## config.mk

```make
export PLATFORM = sky130hd
export DESIGN_NAME = prt_sine
export DESIGN_NICKNAME = d
export VERILOG_FILES = /design/src/rtl/prt_pkg.sv /design/src/rtl/prt_sine.sv
export SDC_FILE = /design/constraint.sdc
export NUM_CORES = 2
export LEC_CHECK = 0
export ABC_AREA = 1
export BUFFER_PORTS_ARGS = -buffer_cell sky130_fd_sc_hd__buf_4
export CAP_MARGIN = 20
export CORE_ASPECT_RATIO = 1.2
export CORE_MARGIN = 2
export CORE_UTILIZATION = 60
export CTS_BUF_LIST = sky130_fd_sc_hd__clkbuf_8
export CTS_CLUSTER_DIAMETER = 120
export CTS_CLUSTER_SIZE = 20
export DETAILED_ROUTE_END_ITERATION = 16
export MAX_ROUTING_LAYER = met4
export PLACE_DENSITY = 0.76
export SYNTH_ARGS = -nofsm -noshare
export SYNTH_HDL_FRONTEND = slang
export SYNTH_SLANG_ARGS = --single-unit
```

## constraint.sdc

```tcl
create_clock -name clk_i -period 25 [get_ports clk_i]
set_input_delay 5 -clock clk_i [delete_from_list [all_inputs] [get_ports clk_i]]
set_output_delay 5 -clock clk_i [all_outputs]
set_load 0.05 [all_outputs]
```

## src/rtl/prt_pkg.sv

```systemverilog
package prt_pkg;

  // unity in the Q15 trig format
  localparam logic [16:0] TRIG_ONE = 17'd32768;

  // pi/180 scaled by 2^24
  localparam logic [18:0] DEG_RAD_Q24 = 19'd292818;

  // number of entries in each trig table
  localparam int unsigned TAB_DEPTH = 10;

  // largest table index
  localparam logic [3:0] TAB_LAST = 4'd9;

  // sin(10k deg), rounded Q15
  function automatic logic [15:0] sin10_q15(input logic [3:0] idx);
    logic [15:0] val;
    case (idx)
      4'd0: val = 16'd0;
      4'd1: val = 16'd5690;
      4'd2: val = 16'd11207;
      4'd3: val = 16'd16384;
      4'd4: val = 16'd21063;
      4'd5: val = 16'd25102;
      4'd6: val = 16'd28378;
      4'd7: val = 16'd30792;
      4'd8: val = 16'd32270;
      4'd9: val = 16'd32768;
      default: val = 16'd0;
    endcase
    return val;
  endfunction

  // cos(k deg), rounded Q15
  function automatic logic [15:0] cos1_q15(input logic [3:0] idx);
    logic [15:0] val;
    case (idx)
      4'd0: val = 16'd32768;
      4'd1: val = 16'd32763;
      4'd2: val = 16'd32748;
      4'd3: val = 16'd32723;
      4'd4: val = 16'd32688;
      4'd5: val = 16'd32643;
      4'd6: val = 16'd32588;
      4'd7: val = 16'd32524;
      4'd8: val = 16'd32449;
      4'd9: val = 16'd32365;
      default: val = 16'd0;
    endcase
    return val;
  endfunction

endpackage

```

## src/rtl/prt_sine.sv

```systemverilog
module prt_sine #(
  parameter int unsigned ANGLE_BITS = 16
) (
  input  logic                  clk_i,
  input  logic [2:0]            ld_i,
  input  logic [ANGLE_BITS-1:0] angle_i,
  output logic signed [16:0]    sine_o
);
  import prt_pkg::*;

  localparam int unsigned TW = ANGLE_BITS + 8;
  localparam int unsigned RW = ANGLE_BITS + 4;
  localparam int unsigned MW = RW + 16;
  localparam int unsigned LW = MW + 19;
  localparam logic [TW-1:0] HALF    = TW'(1) << (ANGLE_BITS - 1);
  localparam logic [TW-1:0] QUARTER = TW'(1) << (ANGLE_BITS - 2);

  // stage 1: quadrant fold and split into 10-degree step and remainder
  logic          neg1_d, neg1_q;
  logic [3:0]    a1_d, a1_q;
  logic [3:0]    b1_d, b1_q;
  logic [RW-1:0] rem1_d, rem1_q;
  logic [TW-1:0] f_w, t_w, t36_w, t360_w, a10_w, rem_w;
  logic [TW-ANGLE_BITS-1:0] a_full, b_full;

  always_comb begin
    neg1_d = angle_i[ANGLE_BITS-1];
    f_w    = TW'(angle_i[ANGLE_BITS-2:0]);
    t_w    = (f_w > QUARTER) ? (HALF - f_w) : f_w;
    t36_w  = t_w * TW'(36);
    a_full = t36_w[TW-1:ANGLE_BITS];
    a1_d   = (a_full > (TW-ANGLE_BITS)'(TAB_LAST)) ? TAB_LAST : a_full[3:0];
    t360_w = t_w * TW'(360);
    a10_w  = (TW'(a1_d) * TW'(10)) << ANGLE_BITS;
    rem_w  = t360_w - a10_w;
    rem1_d = rem_w[RW-1:0];
    b_full = rem_w[TW-1:ANGLE_BITS];
    b1_d   = (b_full > (TW-ANGLE_BITS)'(TAB_LAST)) ? TAB_LAST : b_full[3:0];
  end

  always_ff @(posedge clk_i) begin
    if (ld_i[0]) begin
      neg1_q <= neg1_d;
      a1_q   <= a1_d;
      b1_q   <= b1_d;
      rem1_q <= rem1_d;
    end
  end

  // stage 2: table product and remainder times the complementary sine
  logic          neg2_q;
  logic [16:0]   prod2_d, prod2_q;
  logic [MW-1:0] mr2_d, mr2_q;
  logic [31:0]   prod_w;

  always_comb begin
    prod_w  = 32'(sin10_q15(a1_q)) * 32'(cos1_q15(b1_q));
    prod2_d = prod_w[31:15];
    mr2_d   = MW'(rem1_q) * MW'(sin10_q15(TAB_LAST - a1_q));
  end

  always_ff @(posedge clk_i) begin
    if (ld_i[1]) begin
      neg2_q  <= neg1_q;
      prod2_q <= prod2_d;
      mr2_q   <= mr2_d;
    end
  end

  // stage 3: small-angle term, saturation at one and sign
  logic [LW-1:0]      lin_w;
  logic [16:0]        mag_w;
  logic signed [16:0] sine_d, sine_q;

  always_comb begin
    lin_w  = (LW'(mr2_q) * LW'(DEG_RAD_Q24)) >> (ANGLE_BITS + 24);
    mag_w  = prod2_q + lin_w[16:0];
    if (mag_w > TRIG_ONE) begin
      mag_w = TRIG_ONE;
    end
    sine_d = neg2_q ? -$signed(mag_w) : $signed(mag_w);
  end

  always_ff @(posedge clk_i) begin
    if (ld_i[2]) begin
      sine_q <= sine_d;
    end
  end

  assign sine_o = sine_q;

endmodule

```

# Word level (Yosys, flattened, before mapping)
# Memory sizes are Yosys's and may differ from the RTL's. A register that Yosys moved wholly into a read port is not among the register bits.
# Cells that the tools add are included.
# word_totals
reg_bits	100
rom_bits	768
output_inout_bits	17
memories	3
# classes
add_sub_neg	5
mul	6
n_lt_le_gt_ge	4
n_mux	7
# mem_list
memory	words	width	read_ports	rd_clocked_by_memory_dff	wr	line_no	source
(no name shown)	16	16	1	1	0	prt_pkg.sv:18	case (idx)
(no name shown)	16	16	1	1	0	prt_pkg.sv:37	case (idx)
(no name shown)	16	16	1	0	0	prt_pkg.sv:18	
# ops
cell	count
multiplier 36 x 18 -> 54 bit (second input constant)	1
multiplier 20 x 16 -> 36 bit	1
two-way mux 17 bit	2
multiplier 16 x 16 -> 32 bit	1
multiplier 24 x 4 -> 22 bit (second input constant)	1
multiplier 24 x 6 -> 21 bit (second input constant)	1
two-way mux 24 bit	1
subtractor 24 bit	1
adder 17 x 15 -> 17 bit	1
> comparator 17 x 16 -> 1 bit (second input constant)	1
negator 17 bit	1
subtractor 16 x 15 -> 17 bit (first input constant)	1
> comparator 8 x 4 -> 1 bit (second input constant)	2
two-way mux 4 bit	4
> comparator 15 bit (second input constant)	1
multiplier 4 x 3 -> 7 bit (second input constant)	1
subtractor 4 bit (first input constant)	1

# Depth between registers and ports, before layout
# logic_depth
depth_word	10
depth_mapped	45
ltp_nobuf	44

# Worst setup path after synthesis
# No wires, ideal clock.
# synth_path
path_kind	input -> register
from	input angle_i[0]
to	register with a tool-made name
setup_ns	0.121
arrival_ns	11.232
required_time_ns	24.879
setup_slack_ns	13.647
path_stages	40
n_path_buf	0
path_cell_list	inv_1 ha_1 nand2_1 nor2_4 inv_2 nor4_4 nor2_1 o31ai_1 xnor2_1 ha_1 fa_1 inv_1 fa_1 inv_1 ha_1 nand3_1 nand2_1 nand4_1 [... 4 more ...] o21ai_0 a21oi_1 nor2_1 nor2_1 xor2_1 ha_1 nand2_1 o211ai_1 xnor2_1 nand3_1 a21oi_1 o21a_1 nand4_2 nand2_4 inv_2 ha_1 nand3_1 nand3_1
# synth_rtl
element	line_no	source
start, declared	prt_sine.sv:6	input logic [ANGLE_BITS-1:0] angle_i,

==> metrics.md <==
| Metric | Value |
|---|---|
| Antenna Nets Post-Route | 0 |
| Root buffer cell | clkbuf_8 |
| Flops & latches, synth | between 100 and 150 |
| Post-synth ARST share | 0% |
| Buf/Inv on CP | 6 |
| Critical path type | input port to register |
| Vias | 26,500 |
| Max cap viols | 0 |
| CP Capture Type | register |
| DRC violations left | 0 |
| First-pass GRT wire length | 139 mm |
| Worst-margin pin slew | 818 ps |
| Synth top area share | 38.6% |
| CP Max Fanout | 9 |
| Setup_tns | 0 ps |
| PostCTS Resize Cnt | 0 |
| Min Hold Slack | around 640 ps |
| Crit-path slowest cell | fa_1 |
| CTS clk-pin slew, worst paths | about 100 ps |
| Worst Reg-to-Reg Cells | 32 |
| R2R Setup Slk | about 16,000 ps |
| Post-synth EDFFs | 94 |
| Vias in the first global route | 28,600 |
| Post-Syn Instances | around 4,100 |
| Reg2reg start | mr2_q[13]$_DFFE_PP_ |
| DR iter-0 viols | about 1,500 |
| Max stage delay on crit path | around 490 ps |
| Setup Skew | between 20 and 30 ps |
| CP Launch Type | input port |
| Run status | complete, no violations |
| Top post-synthesis cells by area | fa_1 (39%), ha_1 (18%), inv_1 (12%), edfxtp_1 (7.8%), nand2_1 (6.3%) |
| GP Congestion | a little under 1 |
| Initial antenna violation count | 1 |
| Vias/cell | between 5 and 6 |
| I/O pins | 37 |
| Area delta synth->final | 4.18% |
| Reg2reg end | sine_o[10]$_DFFE_PP_ |
| CTS Hold Bufs | 0 |
| Final worst slack | roughly 13,000 ps |
| Slew HR | a little under half |
| Largest net degree at the start of global routing | 52 |
| Most common cell in the netlist | inv_1 |
| DRT Pass-1 Iters | 5 |
| Cell taking the most area after synthesis | fa_1 |
| Port-buffer cells | 36 |
| Prevailing post-synth register cell | edfxtp_1 |
| Fillers | a little over 5,000 |
| CTS tree | yes |
| Total gr overflow | 0 |
| CP startpoint | angle_i[0] |
| Final period util | 47.2% |
| Fmax | around 85 MHz |
| Area of the multi-input gates | around 28,000 µm² |
| Syn Std Cell Area | approximately 36,000 µm² |
| Hold Crit Depth | 3 |
| Crit path time final | 11,800 ps |
| Critical Path RT | roughly 25,000 ps |
| Post-synth cell types | 60 |
| Seq/Total Area, Yosys | a little over 9% |
| # rows | slightly below 100 |
| Core area | ~60,000 µm² |
| Clock Path Buffers | 2 |
| Hold Path Origin | b1_q[1]$_SDFFCE_PP0P_ |
| WL/cell | ~17 µm |
| Ys Warns | 0 |
| Post-Place Worst Slack | 12,580 ps |
| Die Ht | about 270 µm |
| Fraction of layout cells with a size suffix above 1 | around 3.6% |
| Crit path arrival time | about 12,000 ps |
| Hold Fails Final Rpt | 0 |
| Initial Utilization | about 61% |
| Total track usage | just under 30% |
| Die area | 62,300 µm² |
| Worst path top cell family by delay | adder cells |
| Setup Fix Bufs, Post-CTS | 0 |
| Synth top cells by count | inv_1 (1,166), fa_1 (698), nand2_1 (605), ha_1 (534), nor2_1 (262) |
| Fin. max-slew vios | 0 |
| # placed instances | around 4,900 |
| H-tree levels | 4 |
| Clock sink count | 120 |
| DP Wirelength | about 71 mm |
| Hold Crit Class | register to register |
| Die Width | 228 µm |
| Avg Cell Area, Syn | 8.77 µm² |
| Post-Layout Cell Count | approximately 5,000 |
| Worst-Skew Late Latency | 560 ps |
| Layout net count | roughly 5,400 |
| Final WL | 82.2 mm |
| RSZ-0062 raised after global routing | false |
| Final setup viols | 0 |
| Num CTS Buffers | 17 |
| Seq. cell area | roughly 3300 µm² |
[how the worst max path moves through the flow]
stage	end	slack (ps)	depth (start not counted)
3_5_place_dp	register	12580	41
3_3_place_gp	register	12750	41
2_1_floorplan	register	13650	40
6_report	register	13200	41
5_1_grt	register	12480	41
4_1_cts	register	13150	41
[final cells by class]
cell class	instances	share of cell area (%)
sequential	120	8.86
timing repair buffer	45	0.889
multi-input combinational	2771	74.8
clock inverter	15	0.461
inverter	1179	11.7
clock buffer	17	0.620
tap	800	2.65
antenna	1	0.00663
[cells in the final DEF (no fill, tap or decap), types with 9 or more instances in the layout]
cell	synthesis	final
a31oi_1	11	11
clkbuf_8	0	17
xnor2_1	42	42
o31ai_1	12	12
a21o_1	11	11
fa_1	698	698
ha_1	534	534
a21oi_1	174	174
buf_4	0	44
nor3_1	20	20
xor2_1	72	72
o211ai_1	9	9
nor4_1	9	9
nor2_1	262	262
nand3_1	81	81
dfxtp_1	26	26
o21ai_0	90	90
inv_1	1166	1166
edfxtp_1	94	94
nand2_1	605	605
nand2_2	17	17
nand4_1	24	24
nand3_2	11	11
[worst min-delay path: stages (launching register included)]
cell and delay [ps]:
edfxtp_1 340, nand2_1 100, nand2_4 120, nor3_2 50
[per-stage QoR]
stage	cell area (µm²)	util (%)
CTS	37700	63.3
detailed placement	37300	62.6
global placement	37300	62.6
floorplan	36200	-
finish	37700	63.3
global route	37700	63.3
[cell families after synthesis]
| logic type | after synthesis | synth area share [%] |
|---|---|---|
| DFF | 120 | 9.23 |
| other | 2 | 0.0207 |
| adders and majority gates | 1232 | 57.0 |
| xor gates and xnor gates | 115 | 2.80 |
| buffers and inverters | 1239 | 12.9 |
| and+or+nand+nor | 1064 | 12.4 |
| AOI/OAI and AO/OA | 357 | 5.59 |
[routing by layer]
metal	routed length [µm]	up-vias	global-route usage, %	part of all wire [%]
li1	-	12500	-	-
met4	3180	0	11.0	3.9
met5	0	-	-	0
met1	32000	13100	33.1	39
met3	4240	214	3.64	5.2
met2	42800	733	51.9	52
Power is not shown: default switching activity piles up to over one toggle a cycle in this logic, so the estimate is an artifact.
