### src/rtl/prt_pkg.sv
package prt_pkg;

  // unity in the Q15 trig format
  localparam logic [16:0] TRIG_ONE = 17'd32768;

  // pi/180 scaled by 2^24
  localparam logic [18:0] DEG_RAD_Q24 = 19'd292818;

  // number of entries in each trig table
  localparam int unsigned TAB_DEPTH = 10;

  // largest table index
  localparam logic [3:0] TAB_LAST = 4'd9;

  // sin(10k deg), rounded Q15
  function automatic logic [15:0] sin10_q15(input logic [3:0] idx);
    logic [15:0] val;
    case (idx)
      4'd0: val = 16'd0;
      4'd1: val = 16'd5690;
      4'd2: val = 16'd11207;
      4'd3: val = 16'd16384;
      4'd4: val = 16'd21063;
      4'd5: val = 16'd25102;
      4'd6: val = 16'd28378;
      4'd7: val = 16'd30792;
      4'd8: val = 16'd32270;
      4'd9: val = 16'd32768;
      default: val = 16'd0;
    endcase
    return val;
  endfunction

  // cos(k deg), rounded Q15
  function automatic logic [15:0] cos1_q15(input logic [3:0] idx);
    logic [15:0] val;
    case (idx)
      4'd0: val = 16'd32768;
      4'd1: val = 16'd32763;
      4'd2: val = 16'd32748;
      4'd3: val = 16'd32723;
      4'd4: val = 16'd32688;
      4'd5: val = 16'd32643;
      4'd6: val = 16'd32588;
      4'd7: val = 16'd32524;
      4'd8: val = 16'd32449;
      4'd9: val = 16'd32365;
      default: val = 16'd0;
    endcase
    return val;
  endfunction

endpackage

### src/rtl/prt_rotate.sv
module prt_rotate #(
  parameter int unsigned DATA_BITS = 16
) (
  input  logic                       clk_i,
  input  logic [1:0]                 ld_i,
  input  logic                       opcode_i,
  input  logic signed [16:0]         sine_i,
  input  logic signed [16:0]         cosine_i,
  input  logic signed [DATA_BITS-1:0] x_i,
  input  logic signed [DATA_BITS-1:0] y_i,
  output logic signed [DATA_BITS:0]  first_o,
  output logic signed [DATA_BITS:0]  second_o
);
  import prt_pkg::*;

  localparam int unsigned PW = DATA_BITS + 17;
  localparam int unsigned SW = PW + 1;
  localparam int unsigned HW = SW - 15;
  localparam int unsigned OW = DATA_BITS + 1;

  // stage 4: the four products
  logic                 op_q;
  logic signed [PW-1:0] cx_q, sy_q, cy_q, sx_q;

  always_ff @(posedge clk_i) begin
    if (ld_i[0]) begin
      op_q <= opcode_i;
      cx_q <= PW'(cosine_i) * PW'(x_i);
      sy_q <= PW'(sine_i) * PW'(y_i);
      cy_q <= PW'(cosine_i) * PW'(y_i);
      sx_q <= PW'(sine_i) * PW'(x_i);
    end
  end

  // floor shift by 15, then clamp to the output range
  function automatic logic signed [OW-1:0] shift_sat(input logic signed [SW-1:0] v);
    logic signed [HW-1:0] h;
    logic signed [OW-1:0] r;
    h = $signed(v[SW-1:15]);
    if ((h[HW-1:OW-1] == '0) || (h[HW-1:OW-1] == '1)) begin
      r = h[OW-1:0];
    end else if (h[HW-1]) begin
      r = {1'b1, {(OW-1){1'b0}}};
    end else begin
      r = {1'b0, {(OW-1){1'b1}}};
    end
    return r;
  endfunction

  // stage 5: sums with opcode-selected signs, output register
  logic signed [SW-1:0] f_w, g_w;
  logic signed [OW-1:0] first_q, second_q;

  always_comb begin
    if (op_q) begin
      f_w = SW'(cx_q) - SW'(sy_q);
      g_w = SW'(sx_q) + SW'(cy_q);
    end else begin
      f_w = SW'(cx_q) + SW'(sy_q);
      g_w = SW'(cy_q) - SW'(sx_q);
    end
  end

  always_ff @(posedge clk_i) begin
    if (ld_i[1]) begin
      first_q  <= shift_sat(f_w);
      second_q <= shift_sat(g_w);
    end
  end

  assign first_o  = first_q;
  assign second_o = second_q;

endmodule

### config.mk
export PLATFORM = sky130hd
export DESIGN_NAME = prt_rotate
export DESIGN_NICKNAME = d
export VERILOG_FILES = /design/src/rtl/prt_pkg.sv /design/src/rtl/prt_rotate.sv
export SDC_FILE = /design/constraint.sdc
export NUM_CORES = 2
export LEC_CHECK = 0
export CAP_MARGIN = 40
export CORE_MARGIN = 2
export CORE_UTILIZATION = 40
export DETAILED_ROUTE_END_ITERATION = 12
export DONT_BUFFER_PORTS = 1
export SLEW_MARGIN = 10
export SYNTH_ARGS = -nofsm -noshare
export SYNTH_HDL_FRONTEND = slang
export SYNTH_SLANG_ARGS = --single-unit
### constraint.sdc
create_clock -name clk_i -period 20.5 [get_ports clk_i]
set_input_delay 6.15 -clock clk_i [delete_from_list [all_inputs] [get_ports clk_i]]
set_output_delay 6.15 -clock clk_i [all_outputs]
set_load 0.05 [all_outputs]
* Yosys cells after proc, flatten, opt, wreduce, memory -nomap -nowiden
Cells that the tools add are included.
** Cells by class
- Add/subtract/negate cells :: 4
- Multipliers :: 4
- Divide/modulo/power cells :: 0
- Magnitude comparators :: 0
- Equality and inequality tests :: 2
- Shift-type cells :: 0
- Muxes and demuxes :: 6
- Bitwise gates (word level) :: 0
- Reductions and logical operators :: 4
** Operators with widths (count)
- multiplier 17 x 16 -> 33 bit :: 4
- adder 33 x 33 -> 34 bit :: 2
- two-way mux 17 bit :: 4
- two-way mux 34 bit :: 2
- subtractor 33 x 33 -> 34 bit :: 2
- == test 3 bit (second input constant) :: 2
- zero test 3 bit :: 2
- logical OR 1 bit :: 2
** Storage, ports and cells
- Register bits after elaboration :: 167
- Latch bits :: 0
- Bits in writable memories :: 0
- Memory bits (read-only) :: 0
- Input port bits :: 70
- Output and inout bits :: 34
- Word-level logic and storage cells :: 27
- Memories :: 0

* Depth between registers and ports, before layout
- Word-level depth :: 5
- Depth in mapped cells :: 25
- Depth with buffers taken out :: 24

* Least setup slack after synthesis
Ideal clock, no wire load.
- Path kind :: input -> register
- Start point :: input y_i[7]
- End point :: register sy_q[32] (data pin)
- Setup time :: 0.270 ns
- Data arrival time :: 12.257 ns
- Required time :: 20.230 ns
- Setup slack :: 7.973 ns
- Cell stages on the path :: 24
- Path buffers :: 2
- Path through :: clkbuf_1 > clkbuf_1 > nand2_1 > fa_1 > inv_1 > fa_1 > inv_1 > fa_1 > inv_1 > fa_1 > fa_1 > inv_1 > fa_1 > inv_1 > ha_1 > a21o_1 > a21o_1 > a2111oi_0 > nor3_1 > a31oi_1 > a21oi_1 > or4_1 > a2111oi_0 > nor3b_1
** Between the ends
- Longest elaborated chain between the ends :: 1
** Ends and longest elaborated chain
- start: declaration :: line prt_rotate.sv:10 : input logic signed [DATA_BITS-1:0] y_i,
- multiplier 17 x 16 -> 33 bit :: line prt_rotate.sv:29 : sy_q <= PW'(sine_i) * PW'(y_i);
- end signal: assignment :: line prt_rotate.sv:29
- end: declaration :: line prt_rotate.sv:23 : logic signed [PW-1:0] cx_q, sy_q, cy_q, sx_q;
No other way between the ends.
A chain may end at the register's enable or synchronous reset.

* Worst setup path after layout
- Start point :: input sine_i[9]
- End point :: register sy_q[32] (data pin)
** Between the ends
- Longest elaborated chain between the ends :: 1
** Ends and longest elaborated chain
- start: declaration :: line prt_rotate.sv:7 : input logic signed [16:0] sine_i,
- multiplier 17 x 16 -> 33 bit :: line prt_rotate.sv:29
No other way between the ends.

==> qor.log <==
qor: timing.number_of_slew_limit_violations_in_the_final_report 0
qor: logic_synthesis.postSynthAreaPerCell 9.409 µm²
qor: timing.timing.setup.tns 0 ns
qor: placed_design.post-dp-hpwl 98180 µm
qor: logic_synthesis.yosys.area_share.adder 53.98%
qor: finish.area_growth 3.679%
qor: logic_synthesis.largest_family_of_logic_cells_by_synthesized_area adder cells
qor: die.die-area 128500 µm²
qor: timing.fin_crit_sh 60.32%
qor: route.routed_wl 127400 µm
qor: finish.multi_input_area 39720 µm²
qor: logic_synthesis.synth_cell_type_count 79
qor: logic_synthesis.synth_top_flop_cell edfxtp_1
qor: logic_synthesis.yosysSeqAreaShare 9.977%
qor: global_route.globalRouteOverflowTotal 0
qor: logic_synthesis.syn_nets 6918
qor: flow_run.timing.max_cap.violations 0
qor: global_route.grt_start_max_net_pins 134
qor: finish.final_net_count 6723
qor: die.die_height 358.5 µm
qor: logic_synthesis.synth_xor_area_share 4.162%
qor: die.number_of_ports_placed_on_the_die_boundary 104
qor: logic_synthesis.synth_area_leaders fa_1 44%, ha_1 10%, edfxtp_1 10%
qor: logic_synthesis.synth_top_cells_by_count 1251 x inv_1, 1104 x fa_1, 567 x nand2_1
qor: logic_synthesis.yosysMostFrequentCell inv_1
qor: logic_synthesis.post_synth_and_or_nand_nor_area_fraction 14.59%
qor: timing.setup_repair_after_global_routing_missed_its_margin no
qor: global_route.initial_antenna_violation_count 2
qor: logic_synthesis.yosys_warnings 0
qor: route.first_pass_iters 6
qor: logic_synthesis.muxShareOfSynthArea 0.06223%
qor: clock_network.clock-sinks 167
qor: setup_path.worstSetupEndpointType register
qor: timing.worst_slew_pin_slew 0.8547 ns
qor: global_route.grt_pass1_wl 209700 µm
qor: route.remaining_drc_errors 0
qor: logic_synthesis.ys_seq_elements 167
qor: route.drt-wirelength-per-cell 18.70 µm
qor: setup_path.startpoint_type primary input
qor: setup_path.critPathKind in -> reg
qor: timing.clock-skew-final 0.01630 ns
qor: status.status finished, final reports clean
qor: clock_network.clock_insertion_delay_worst_skew 0.48 ns
qor: placed_design.buffer_ports.inserted 0
qor: setup_path.worst_ep_arrival_time 12.58 ns
qor: die.initial_core_util 40.18%
qor: setup_path.timing.critical_path.required 20.71 ns
qor: logic_synthesis.synth_largest_type_area_fraction 43.97%
qor: logic_synthesis.synth-edff-count 167
qor: clock_network.cts_tree yes
qor: placed_design.globalplace.congestion 0.8894
qor: route.ant_nets 0
qor: die.die_w 358.5 µm
qor: global_route.grt_pass1_vias 37697
qor: setup_path.worstPathMaxFanout 32
qor: clock_network.hold_buffers 0
qor: logic_synthesis.synthCells 5342
qor: finish.nFillCells 12306
qor: route.drt_iter0_markers 2270
qor: clock_network.post_cts.repair.setup_buffers 0
qor: clock_network.cts_made_buffers 17
qor: timing.timing.max_slew.rel_slack 43.02%
qor: clock_network.cts_htree_levels 4
qor: clock_network.clockBufferDepth 2
qor: die.placementRows 130
qor: clock_network.ctsResizeCount 0
qor: timing.timing.final.setup_violations 0
qor: die.core_area 125100 µm²
qor: route.detail_route.vias_per_cell 5.097
qor: logic_synthesis.synth_area 50260 µm²
qor: worst_hold_path.hp-class reg -> reg
qor: clock_network.clk_root_buffer_cell clkbuf_16
qor: finish.final_layout_size_suffix_gt1_share 1.357%
qor: timing.finalCriticalPeriod 12.37 ns
qor: clock_network.clkTransAtPathRegs 0.08 ns
qor: timing.timing.fmax 0.08087 GHz
qor: logic_synthesis.post-synth-top-area-cell fa_1
qor: global_route.gr-usage-all-layers 21.09%
qor: finish.sequential_cell_area 5015 µm²
qor: route.num_vias 34713
qor: timing.report.final.hold_viol_count 0
qor: logic_synthesis.asyncSetResetFlopFracSynth 0%
qor: logic_synthesis.compound_cell_area_share_of_the_yosys_netlist 6.228%
## layout make-up
class                           count  area share (%)
Multi-Input combinational cell   3705           76.22
Sequential cell                   167           9.623
Inverter                         1253           9.025
Tap cell                         1650           3.962
Clock buffer                       17          0.8163
Clock inverter                     15          0.3073
Timing Repair Buffer                3         0.04322
Antenna cell                        1        0.004802
## per-layer routing
layer | share of wire, % | up-vias | GRT usage, % | wire length [µm]
met5 | 0 | - | 0 | 0
met4 | 2.2 | 0 | 5.272 | 2828
met3 | 5.7 | 131 | 2.817 | 7231
met2 | 47 | 874 | 34.62 | 59960
met1 | 45 | 18074 | 29.51 | 57340
li1 | - | 15634 | - | -
## critical path: stages
cell and delay, ns:
and2_1 0.16, fa_1 0.53, inv_1 0.05, fa_1 0.46, fa_1 0.51, inv_1 0.05, fa_1 0.48, fa_1 0.49
inv_1 0.05, fa_1 0.47, inv_1 0.04, ha_1 0.35, a21o_1 0.18, a21o_1 0.17, a21o_1 0.18, a2111oi_0 0.47
nor3_1 0.19, a31oi_1 0.42, a21oi_1 0.18, or4_1 0.48, a2111oi_0 0.38, nor3b_1 0.10
## flip-flops by register name, summed over array words and instances, names as in the netlist
signal and count:
sy_q 33, cx_q 33, cy_q 33, second_o 17, first_o 17, sx_q 33, op_q 1
## cells by family after synthesis
kind of cell,Yosys count
adder cells (fa/ha/maj),1506
AND/OR/NAND/NOR,1469
AO/OA/AOI/OAI,489
buffers and inverters,1470
XOR/XNOR,238
flip-flops,167
multiplexers,3
## cell usage in the layout, fill, tap and decap left out, drive strengths merged, types with 5 or more instances in the layout
cell	instances
a2111oi	6
a211o	9
a211oi	16
a21o	86
a21oi	163
a31o	7
a31oi	15
and2	529
and3	11
and4	6
clkbuf	17
clkinv	10
edfxtp	167
fa	1104
ha	402
inv	1257
nand2	568
nand2b	31
nand3	29
nand4	12
nor2	177
nor2b	11
nor3	50
nor3b	6
nor4	9
o2111ai	5
o21a	18
o21ai	96
o21bai	25
or3	8
or4	9
xnor2	172
xor2	66
## worst paths after layout
kind / start / end / slack (ns) / cells after the start
setup / recovery: sine_i[9] / sy_q[32] / 8.13 / 22
hold / removal: cy_q[20] / second_o[5] / 0.91 / 3
setup reg to reg: sx_q[8] / second_o[9] / 14.51 / 20
hold reg to reg: cy_q[20] / second_o[5] / 0.91 / 3
## per-stage QoR
step                      worst slack, ns  utilization (%)  std cells  hold slack [ns]  area [µm²]
after floorplan                     7.973                -       5342           0.7440       50260
after global placement              7.720            41.19       6778           0.8620       51520
after detailed placement            7.687            41.19       6778           0.8860       51520
after CTS                           8.185            41.66       6810           0.9221       52110
after global routing                7.751            41.66       6810           0.9579       52110
final                               8.134            41.66       6811           0.9139       52110
Power is not shown: default switching activity piles up to over one toggle a cycle in this logic, so the estimate is an artifact.
